**config.mk**
```make
export PLATFORM = sky130hd
export DESIGN_NAME = bank_switch_page_decoder
export DESIGN_NICKNAME = d
export VERILOG_FILES = /design/src/bsp_pkg.sv /design/src/bsp_decode.sv /design/src/bank_switch_page_decoder.sv
export SDC_FILE = /design/constraint.sdc
export NUM_CORES = 1
export LEC_CHECK = 0
export BUFFER_PORTS_ARGS = -buffer_cell sky130_fd_sc_hd__buf_2
export CAP_MARGIN = 20
export CORE_MARGIN = 8
export CORE_UTILIZATION = 40
export CTS_BUF_LIST = sky130_fd_sc_hd__clkbuf_8
export DETAILED_ROUTE_END_ITERATION = 8
export PLACE_DENSITY_LB_ADDON = 0.2
export SLEW_MARGIN = 5
export SYNTH_ARGS = -nofsm -noshare
export SYNTH_HDL_FRONTEND = slang
export SYNTH_HIERARCHICAL = 1
export SYNTH_SLANG_ARGS = --single-unit
```
**constraint.sdc**
```tcl
create_clock -name clk -period 2.1 [get_ports clk]
set_input_delay 0.21 -clock clk [delete_from_list [all_inputs] [get_ports clk]]
set_output_delay 0.21 -clock clk [all_outputs]
set_load 0.02 [all_outputs]
```
**src/bsp_pkg.sv**
```systemverilog
package bsp_pkg;

  // Read targets
  localparam logic [3:0] RD_RAM      = 4'd0;
  localparam logic [3:0] RD_BASIC    = 4'd1;
  localparam logic [3:0] RD_KERNAL   = 4'd2;
  localparam logic [3:0] RD_CHAR     = 4'd3;
  localparam logic [3:0] RD_VIC      = 4'd4;
  localparam logic [3:0] RD_SID      = 4'd5;
  localparam logic [3:0] RD_COLOR    = 4'd6;
  localparam logic [3:0] RD_CIA1     = 4'd7;
  localparam logic [3:0] RD_CIA2     = 4'd8;
  localparam logic [3:0] RD_IO1      = 4'd9;
  localparam logic [3:0] RD_IO2      = 4'd10;
  localparam logic [3:0] RD_ROML     = 4'd11;
  localparam logic [3:0] RD_ROMH     = 4'd12;
  localparam logic [3:0] RD_UA0      = 4'd13;
  localparam logic [3:0] RD_UNMAPPED = 4'd14;

  // Write targets
  localparam logic [4:0] WR_RAM      = 5'd0;
  localparam logic [4:0] WR_VIC      = 5'd1;
  localparam logic [4:0] WR_SID      = 5'd2;
  localparam logic [4:0] WR_DEBUG    = 5'd3;
  localparam logic [4:0] WR_COLOR    = 5'd4;
  localparam logic [4:0] WR_CIA1     = 5'd5;
  localparam logic [4:0] WR_CIA2     = 5'd6;
  localparam logic [4:0] WR_IO1      = 5'd7;
  localparam logic [4:0] WR_IO2      = 5'd8;
  localparam logic [4:0] WR_UNMAPPED = 5'd9;
  localparam logic [4:0] WR_ROML     = 5'd10;
  localparam logic [4:0] WR_ROMH     = 5'd11;
  localparam logic [4:0] WR_UROML    = 5'd12;
  localparam logic [4:0] WR_UROMH    = 5'd13;
  localparam logic [4:0] WR_UA0      = 5'd14;
  localparam logic [4:0] WR_RAM80    = 5'd15;
  localparam logic [4:0] WR_RAMA0    = 5'd16;

  // Configuration register indexes
  localparam logic [1:0] CFG_EXPANSION = 2'd0;
  localparam logic [1:0] CFG_DEBUG     = 2'd1;
  localparam logic [1:0] CFG_SPEED     = 2'd2;

  typedef struct packed {
    logic expansion_present;
    logic debug_register_enable;
    logic speed_hack;
  } cfg_t;

endpackage

```
**src/bsp_decode.sv**
```systemverilog
module bsp_decode (
  input  logic [7:0]    page,
  input  logic [4:0]    bank_bits,
  input  bsp_pkg::cfg_t cfg,
  output logic [3:0]    read_target,
  output logic [4:0]    write_target
);

  logic [1:0] rm;
  logic [1:0] cm;
  logic [2:0] sub;
  logic       ult;
  logic       hard_ult;
  logic [3:0] io_rd;
  logic [4:0] io_wr;

  assign rm       = bank_bits[1:0];
  assign cm       = bank_bits[4:3];
  assign sub      = bank_bits[2:0];
  assign ult      = (cm == 2'd2);
  assign hard_ult = ult && !cfg.speed_hack;

  // I/O area decode for pages d0-df.
  always_comb begin
    priority if (page < 8'hd4) begin
      io_rd = bsp_pkg::RD_VIC;
      io_wr = bsp_pkg::WR_VIC;
    end else if (page < 8'hd8) begin
      io_rd = bsp_pkg::RD_SID;
      io_wr = (page == 8'hd7 && cfg.debug_register_enable) ? bsp_pkg::WR_DEBUG
                                                            : bsp_pkg::WR_SID;
    end else if (page < 8'hdc) begin
      io_rd = bsp_pkg::RD_COLOR;
      io_wr = bsp_pkg::WR_COLOR;
    end else if (page == 8'hdc) begin
      io_rd = bsp_pkg::RD_CIA1;
      io_wr = bsp_pkg::WR_CIA1;
    end else if (page == 8'hdd) begin
      io_rd = bsp_pkg::RD_CIA2;
      io_wr = bsp_pkg::WR_CIA2;
    end else if (page == 8'hde) begin
      io_rd = bsp_pkg::RD_IO1;
      io_wr = bsp_pkg::WR_IO1;
    end else begin
      io_rd = bsp_pkg::RD_IO2;
      io_wr = bsp_pkg::WR_IO2;
    end
  end

  // Page map: the fixed map without a cartridge, the full map with one.
  always_comb begin
    read_target  = bsp_pkg::RD_RAM;
    write_target = bsp_pkg::WR_RAM;
    if (!cfg.expansion_present) begin
      priority if (page >= 8'ha0 && page < 8'hc0) begin
        if (rm == 2'd3) read_target = bsp_pkg::RD_BASIC;
      end else if (page >= 8'hd0 && page < 8'he0) begin
        priority if (rm == 2'd0) begin
          read_target = bsp_pkg::RD_RAM;
        end else if (!bank_bits[2]) begin
          read_target = bsp_pkg::RD_CHAR;
        end else begin
          read_target  = io_rd;
          write_target = io_wr;
        end
      end else if (page >= 8'he0) begin
        if (bank_bits[1]) read_target = bsp_pkg::RD_KERNAL;
      end
    end else begin
      priority if (page < 8'h10) begin
        read_target = bsp_pkg::RD_RAM;
      end else if (page < 8'h80 || (page >= 8'hc0 && page < 8'hd0)) begin
        if (hard_ult) begin
          read_target  = bsp_pkg::RD_UNMAPPED;
          write_target = bsp_pkg::WR_UNMAPPED;
        end
      end else if (page < 8'ha0) begin
        priority if (ult) begin
          read_target  = bsp_pkg::RD_ROML;
          write_target = bsp_pkg::WR_UROML;
        end else if (cm <= 2'd1 && rm == 2'd3) begin
          read_target  = bsp_pkg::RD_ROML;
          write_target = bsp_pkg::WR_ROML;
        end else begin
          write_target = bsp_pkg::WR_RAM80;
        end
      end else if (page < 8'hc0) begin
        priority if (ult) begin
          read_target  = bsp_pkg::RD_UA0;
          write_target = bsp_pkg::WR_UA0;
        end else if (cm[0] && rm == 2'd3) begin
          read_target  = bsp_pkg::RD_BASIC;
          write_target = bsp_pkg::WR_RAMA0;
        end else if (cm == 2'd0 && rm[1]) begin
          read_target  = bsp_pkg::RD_ROMH;
          write_target = bsp_pkg::WR_ROMH;
        end else begin
          write_target = bsp_pkg::WR_RAMA0;
        end
      end else if (page < 8'he0) begin
        priority if (hard_ult || sub >= 3'd5) begin
          read_target  = io_rd;
          write_target = io_wr;
        end else if (sub >= 3'd1 && sub <= 3'd3 && bank_bits != 5'd1) begin
          // LORAM alone with GAME and EXROM low leaves this area as RAM.
          read_target = bsp_pkg::RD_CHAR;
        end else begin
          read_target = bsp_pkg::RD_RAM;
        end
      end else begin
        priority if (ult) begin
          read_target  = bsp_pkg::RD_ROMH;
          write_target = bsp_pkg::WR_UROMH;
        end else if (rm[1]) begin
          read_target = bsp_pkg::RD_KERNAL;
        end else begin
          read_target = bsp_pkg::RD_RAM;
        end
      end
    end
  end

endmodule

```
**src/bank_switch_page_decoder.sv**
```systemverilog
// A word accepted is registered in the input register, then in the result register,
// and then presented on the output. Throughput: one word per cycle while out_stall
// is low; the two registers form a two-stage pipeline, so a word is taken while a
// result waits, as long as the input register is empty. Reset (rst, synchronous)
// empties both stages and clears the three configuration registers to zero.
module bank_switch_page_decoder (
  input  logic       clk,
  input  logic       rst,
  input  logic       cfg_en,
  input  logic [1:0] cfg_index,
  input  logic       cfg_data,
  input  logic       in_valid,
  output logic       in_stall,
  input  logic [7:0] page,
  input  logic [4:0] bank_bits,
  output logic       out_valid,
  input  logic       out_stall,
  output logic [3:0] read_target,
  output logic [4:0] write_target
);

  bsp_pkg::cfg_t cfg;
  logic          s0_valid;
  logic [7:0]    s0_page;
  logic [4:0]    s0_bank;
  logic          s0_move;
  logic          in_take;
  logic [3:0]    dec_rd;
  logic [4:0]    dec_wr;

  // Configuration registers.
  always_ff @(posedge clk) begin
    if (rst) begin
      cfg <= '0;
    end else if (cfg_en) begin
      unique case (cfg_index)
        bsp_pkg::CFG_EXPANSION: cfg.expansion_present     <= cfg_data;
        bsp_pkg::CFG_DEBUG:     cfg.debug_register_enable <= cfg_data;
        bsp_pkg::CFG_SPEED:     cfg.speed_hack            <= cfg_data;
        default: ;
      endcase
    end
  end

  // Pipeline flow control.
  assign s0_move  = s0_valid && (!out_valid || !out_stall);
  assign in_stall = s0_valid && out_valid && out_stall;
  assign in_take  = in_valid && !in_stall;

  // Input register.
  always_ff @(posedge clk) begin
    if (rst) begin
      s0_valid <= 1'b0;
    end else if (in_take) begin
      s0_valid <= 1'b1;
    end else if (s0_move) begin
      s0_valid <= 1'b0;
    end
  end

  always_ff @(posedge clk) begin
    if (in_take) begin
      s0_page <= page;
      s0_bank <= bank_bits;
    end
  end

  bsp_decode u_decode (
    .page         (s0_page),
    .bank_bits    (s0_bank),
    .cfg          (cfg),
    .read_target  (dec_rd),
    .write_target (dec_wr)
  );

  // Result register.
  always_ff @(posedge clk) begin
    if (rst) begin
      out_valid <= 1'b0;
    end else if (s0_move) begin
      out_valid <= 1'b1;
    end else if (!out_stall) begin
      out_valid <= 1'b0;
    end
  end

  always_ff @(posedge clk) begin
    if (s0_move) begin
      read_target  <= dec_rd;
      write_target <= dec_wr;
    end
  end

  // The ultimax a0-bf window reads and writes through the same path.
  a_ua0_pair: assert property (@(posedge clk) disable iff (rst)
    (out_valid && read_target == bsp_pkg::RD_UA0) |-> (write_target == bsp_pkg::WR_UA0))
    else $error("ultimax a0 read without matching write target");

  // The debug register only ever shadows a SID read.
  a_debug_sid: assert property (@(posedge clk) disable iff (rst)
    (out_valid && write_target == bsp_pkg::WR_DEBUG) |-> (read_target == bsp_pkg::RD_SID))
    else $error("debug write target outside the SID area");

  // An empty input stage never holds off the source.
  a_no_idle_stall: assert property (@(posedge clk) disable iff (rst)
    !s0_valid |-> !in_stall)
    else $error("input stalled while the input stage is empty");

  // A result held by a stall is still there in the next cycle.
  a_hold_result: assert property (@(posedge clk) disable iff (rst)
    (out_valid && out_stall) |=> (out_valid && $stable(read_target) && $stable(write_target)))
    else $error("stalled result lost or changed");

endmodule
```
* Word level (Yosys, flattened, before mapping) *
Index checks and enable logic that the tools add are counted.

cells by class
  mux-type cells = 57
  reduce and logical (&&, ||, !) cells = 28
  order comparisons = 17
  equal/unequal tests = 10

operator list
  kind                                                                                  number
  4-bit two-way mux                                                                     27
  5-bit two-way mux                                                                     20
  8-bit less-than comparator (second input constant)                                    8
  8-bit == test (second input constant)                                                 4
  8-bit greater-or-equal comparator (second input constant)                             4
  1-bit logical AND                                                                     14
  8-bit by 5-bit less-than comparator with 1-bit output (second input constant)         1
  2-bit == test (second input constant)                                                 3
  2-bit zero test                                                                       3
  1-bit two-way mux                                                                     6
  2-bit two-way mux                                                                     3
  2-bit AND reduction                                                                   3
  5-bit by 1-bit inequality test with 1-bit output (second input constant)              1
  1-bit zero test                                                                       4
  3-bit by 1-bit greater-or-equal comparator with 1-bit output (second input constant)  1
  3-bit greater-or-equal comparator (second input constant)                             1
  3-bit by 2-bit <= comparator with 1-bit output (second input constant)                1
  1-bit logical OR                                                                      3
  3-bit two-way mux                                                                     1
  2-bit by 1-bit == test with 1-bit output (second input constant)                      1
  2-bit by 1-bit <= comparator with 1-bit output (second input constant)                1
  2-bit by 1-bit inequality test with 1-bit output (second input constant)              1
  2-bit nonzero test                                                                    1

storage, ports and cells
  input port bits = 21
  bits in registers = 27

* Depth between registers and ports, before layout *
  word-level depth = 14
  mapped depth = 7
  depth with buffers taken out = 5

* Modules after synthesis *
Netlist, hierarchy kept.

by module, submodules not included
  module                    cells an instance  area each (um^2)  times used
  bank_switch_page_decoder  45                 880.8             1
  bsp_decode                123                760.7             1

* Worst setup path after synthesis *
No wires, ideal clock.

  path kind = register -> register
  from = reg s0_page[7]
  to = reg read_target[1], data pin
  cell stages (with the launch flop) = 8
  path buffers = 2
  library setup time = 273 ps
  period minus slack after synthesis = 1841 ps
  required time = 1827 ps
  path slack = 259 ps
  data arrival time = 1568 ps
  cells stage by stage = edfxtp_1 -> buf_4 -> nand2_2 -> or3_1 -> buf_2 -> o21a_1 -> a211oi_2 -> o311ai_1

on the way
  longest elaborated chain between the ends = 14
  elaborated cells on any way between the ends = 38

ends and longest elaborated chain
  what                      line                            text
  start: declaration        bank_switch_page_decoder.sv:24  logic [7:0] s0_page;
  start signal: assignment  bank_switch_page_decoder.sv:63  s0_page <= page;
  8-bit == test             bsp_decode.sv:41                end else if (page == 8'hde) begin
  2-bit two-way mux         bsp_decode.sv:41
  4-bit two-way mux         bsp_decode.sv:38                end else if (page == 8'hdd) begin
  4-bit two-way mux         bsp_decode.sv:35                end else if (page == 8'hdc) begin
  4-bit two-way mux         bsp_decode.sv:32                end else if (page < 8'hdc) begin
  4-bit two-way mux         bsp_decode.sv:28                end else if (page < 8'hd8) begin
  4-bit two-way mux         bsp_decode.sv:25                priority if (page < 8'hd4) begin
  4-bit two-way mux         bsp_decode.sv:101               priority if (hard_ult || sub >= 3'd5) begin
  4-bit two-way mux         bsp_decode.sv:100               end else if (page < 8'he0) begin
  4-bit two-way mux         bsp_decode.sv:87                end else if (page < 8'hc0) begin
  4-bit two-way mux         bsp_decode.sv:77                end else if (page < 8'ha0) begin
  4-bit two-way mux         bsp_decode.sv:72                end else if (page < 8'h80 || (page >= 8'hc0 && page < 8'hd0)) begin
  4-bit two-way mux         bsp_decode.sv:70                priority if (page < 8'h10) begin
  4-bit two-way mux (*)     bsp_decode.sv:54                if (!cfg.expansion_present) begin
  via dec_rd[1]             bank_switch_page_decoder.sv:28  logic [3:0] dec_rd;
  end signal: assignment    bank_switch_page_decoder.sv:89  read_target <= dec_rd;
  end: declaration          bank_switch_page_decoder.sv:18  output logic [3:0] read_target,

The timed path passes the listed nets; every way through them passes the cells marked *.
A chain may end at the register's enable or synchronous reset.

* Final worst setup path *
  from = reg s0_page[4]
  to = reg read_target[1], data pin

The elaborated chain is that of the path after synthesis.

==> impl_metrics.env <==
export IMPL_grt_use_total=0.132
export IMPL_worstSetupPathType="flop to flop"
export IMPL_met2_usage=0.214
export IMPL_syn_num_nets=189
export IMPL_synth_mux_area_frac=0.0183
export IMPL_synth_cell_types=51
export IMPL_synth_compound_area_share=0.277
export IMPL_fillerInstances=376
export IMPL_critPathRequiredTime_ns=2.12
export IMPL_min_to="s0_page[0]$_DFFE_PP_"
export IMPL_die_x_um=80.1
export IMPL_viasPerCell=5.96
export IMPL_syn_inst=168
export IMPL_p_leak_nw=0.754
export IMPL_grt_use_met3=0.0290
export IMPL_synth_xor_xnor_area_share=0.00534
export IMPL_area_delta_synth_final_pct=17.2
export IMPL_status="finished, final reports clean"
export IMPL_synth_top_area_cell="edfxtp_1"
export IMPL_grt_pass1_vias=1389
export IMPL_reg2reg_setup_slack_ns=0.15
export IMPL_layout_commonest_cell="buf_2"
export IMPL_worst_slew_pin_transition_ns=0.747
export IMPL_synth_edf_count=22
export IMPL_rows=23
export IMPL_die_h_um=80.1
export IMPL_h_tree_depth=1
export IMPL_setup_viol=0
export IMPL_drc=0
export IMPL_final_cell_mix="buf_2 (31), edfxtp_1 (22), nor2_1 (13)"
export IMPL_postSynth_asyncResetShare=0
export IMPL_power_density_nw_per_um2=587
export IMPL_hp_start="page[0]"
export IMPL_cts_root_buffer="clkbuf_8"
export IMPL_critPathLaunchType="flop"
export IMPL_synth_top_family_by_area="compound AO/OA/AOI/OAI gates"
export IMPL_slew_violations=0
export IMPL_synth_seq_cells=27
export IMPL_slew_headroom=0.497
export IMPL_port_buffers=31
export IMPL_die_area_um2=6410
export IMPL_r2r_end="read_target[1]$_DFFE_PP_"
export IMPL_grt_max_degree=21
export IMPL_nets=224
export IMPL_antenna_cells=0
export IMPL_finalCriticalPeriod_ns=1.95
export IMPL_cts_tree="built"
export IMPL_cts_setup_buffers=0
export IMPL_cts_made_buffers=3
export IMPL_min_path_type="primary input to flop"
export IMPL_yosysTopAreaCellShare=0.402
export IMPL_tns_ns=0
export IMPL_start_util=0.413
export IMPL_ctsResizeCount=0
export IMPL_drive_gt1_frac=0.267
export IMPL_synth_simple_area_share=0.188
export IMPL_finalHoldViolations=0
export IMPL_skew_ns=0.00220
export IMPL_grt_overflow_total=0
export IMPL_ff2ff_path_depth=5
export IMPL_hold_buffers=0
export IMPL_clock_latency_ns=0.28
export IMPL_gp_congestion=0.895
export IMPL_min_period_over_period=0.929
export IMPL_clock_path_buffers=2
export IMPL_cp_max_fo=8
export IMPL_wirelength_um=4290
export IMPL_ys_seq_area_frac=0.463
export IMPL_core_area_um2=3970
export IMPL_r2r_start="s0_page[4]$_DFFE_PP_"
export IMPL_dp_hpwl_um=3230
export IMPL_grt_use_met1=0.168
export IMPL_drv_cap=0
export IMPL_syn_area_um2=1640
export IMPL_synth_flop_cell="edfxtp_1"
export IMPL_final_antenna_net_count=0
export IMPL_max_freq_mhz=512
export IMPL_routedWlPerCell_um=17.0
export IMPL_peakVddDrop_mv=0.255
export IMPL_vias=1503
export IMPL_yosys_top_cells_area="edfxtp_1 (40%), dfxtp_1 (6.1%), a21oi_1 (3.4%)"
export IMPL_arrival_ns=1.97
export IMPL_clk_pin_slew_ns=0.09
export IMPL_dpl_cell_area_um2=1880
export IMPL_rsz0062_at_grt="false"
export IMPL_ios=32
export IMPL_globalRoute_busiestLayer="met2"
export IMPL_stdcell_area_um2=1920
export IMPL_yosys_warnings=6
export IMPL_p_total_mw=1.13
export IMPL_grt_pass1_wl_um=6710
export IMPL_antenna_found_initial=0
export IMPL_first_iter_violations=102
export IMPL_cts_sinks=27
export IMPL_synth_fa_ha_area_frac=0
export IMPL_worstSetupEndpointType="flop"
export IMPL_synth_area_per_cell_um2=9.77
export IMPL_holdPathStages=1
export IMPL_dr_pass1_iters=4
[worst max-delay path by stage]
stage | start | end | slack [ns] | cells past startpoint
after global placement | s0_bank[3]$_DFFE_PP_ | write_target[2]$_DFFE_PP_ | 0.16 | 5
after CTS | s0_bank[3]$_DFFE_PP_ | write_target[2]$_DFFE_PP_ | 0.17 | 5
final | s0_page[4]$_DFFE_PP_ | read_target[1]$_DFFE_PP_ | 0.15 | 5
after global routing | s0_bank[4]$_DFFE_PP_ | write_target[2]$_DFFE_PP_ | 0.05 | 5
after detailed placement | s0_page[4]$_DFFE_PP_ | read_target[1]$_DFFE_PP_ | 0.18 | 5
after floorplan | s0_page[7]$_DFFE_PP_ | read_target[1]$_DFFE_PP_ | 0.26 | 7
[worst max-delay path, cell delays in order, from the launching register on]
cell and delay [ns]:
edfxtp_1 0.49, nand2b_1 0.12, or3_1 0.46, o21a_1 0.26
o31ai_1 0.23, o311ai_1 0.13
[cell families after synthesis]
family          count (synthesis)
simple gates                   57
mux                             3
xor+xnor                        1
compound gates                 61
flops                          27
buf+inv                        19
[through the flow]
stage	setup slack [ns]	cells	hold slack, ns	utilization
6_report	0.148	252	0.101	0.485
5_1_grt	0.0481	252	0.0903	0.485
4_1_cts	0.174	252	0.0962	0.485
3_5_place_dp	0.180	248	0.388	0.473
3_3_place_gp	0.161	248	0.389	0.473
2_1_floorplan	0.259	168	0.279	-
[sequential cells by signal, indices dropped and copies added, names as in the netlist]
register,count
write_target,5
cfg,3
s0_bank,5
s0_page,8
out_valid,1
read_target,4
s0_valid,1
[cell usage after synthesis, drive strengths merged, types with 4 or more instances]
master / n
edfxtp: 22
a21oi: 11
inv: 10
o21ai: 12
clkbuf: 5
nand2b: 6
nor2: 13
nand3: 8
nand2: 13
o21a: 4
o31ai: 5
dfxtp: 5
a31oi: 4
buf: 4
[cell type report]
type	instances	area, µm²	share of cell area
multi-input combinational	122	802	0.417
sequential	27	761	0.395
timing repair buffer	39	215	0.112
tap	50	62.6	0.0325
clock buffer	3	41.3	0.0215
inverter	10	37.5	0.0195
clock inverter	1	5.00	0.00260
[power by group]
part           internal, mW  switching (mW)  total (mW)
Clock                 0.133           0.165       0.298
Sequential            0.609          0.0255       0.634
Combinational        0.0778           0.119       0.197
Total                 0.820           0.310        1.13
[layer usage]
| metal | wire length (µm) | part of all wire |
|---|---|---|
| met3 | 321 | 0.075 |
| met5 | 0 | 0 |
| met2 | 2040 | 0.48 |
| met4 | 64 | 0.015 |
| met1 | 1870 | 0.43 |
(Power assumes the default switching activity.)
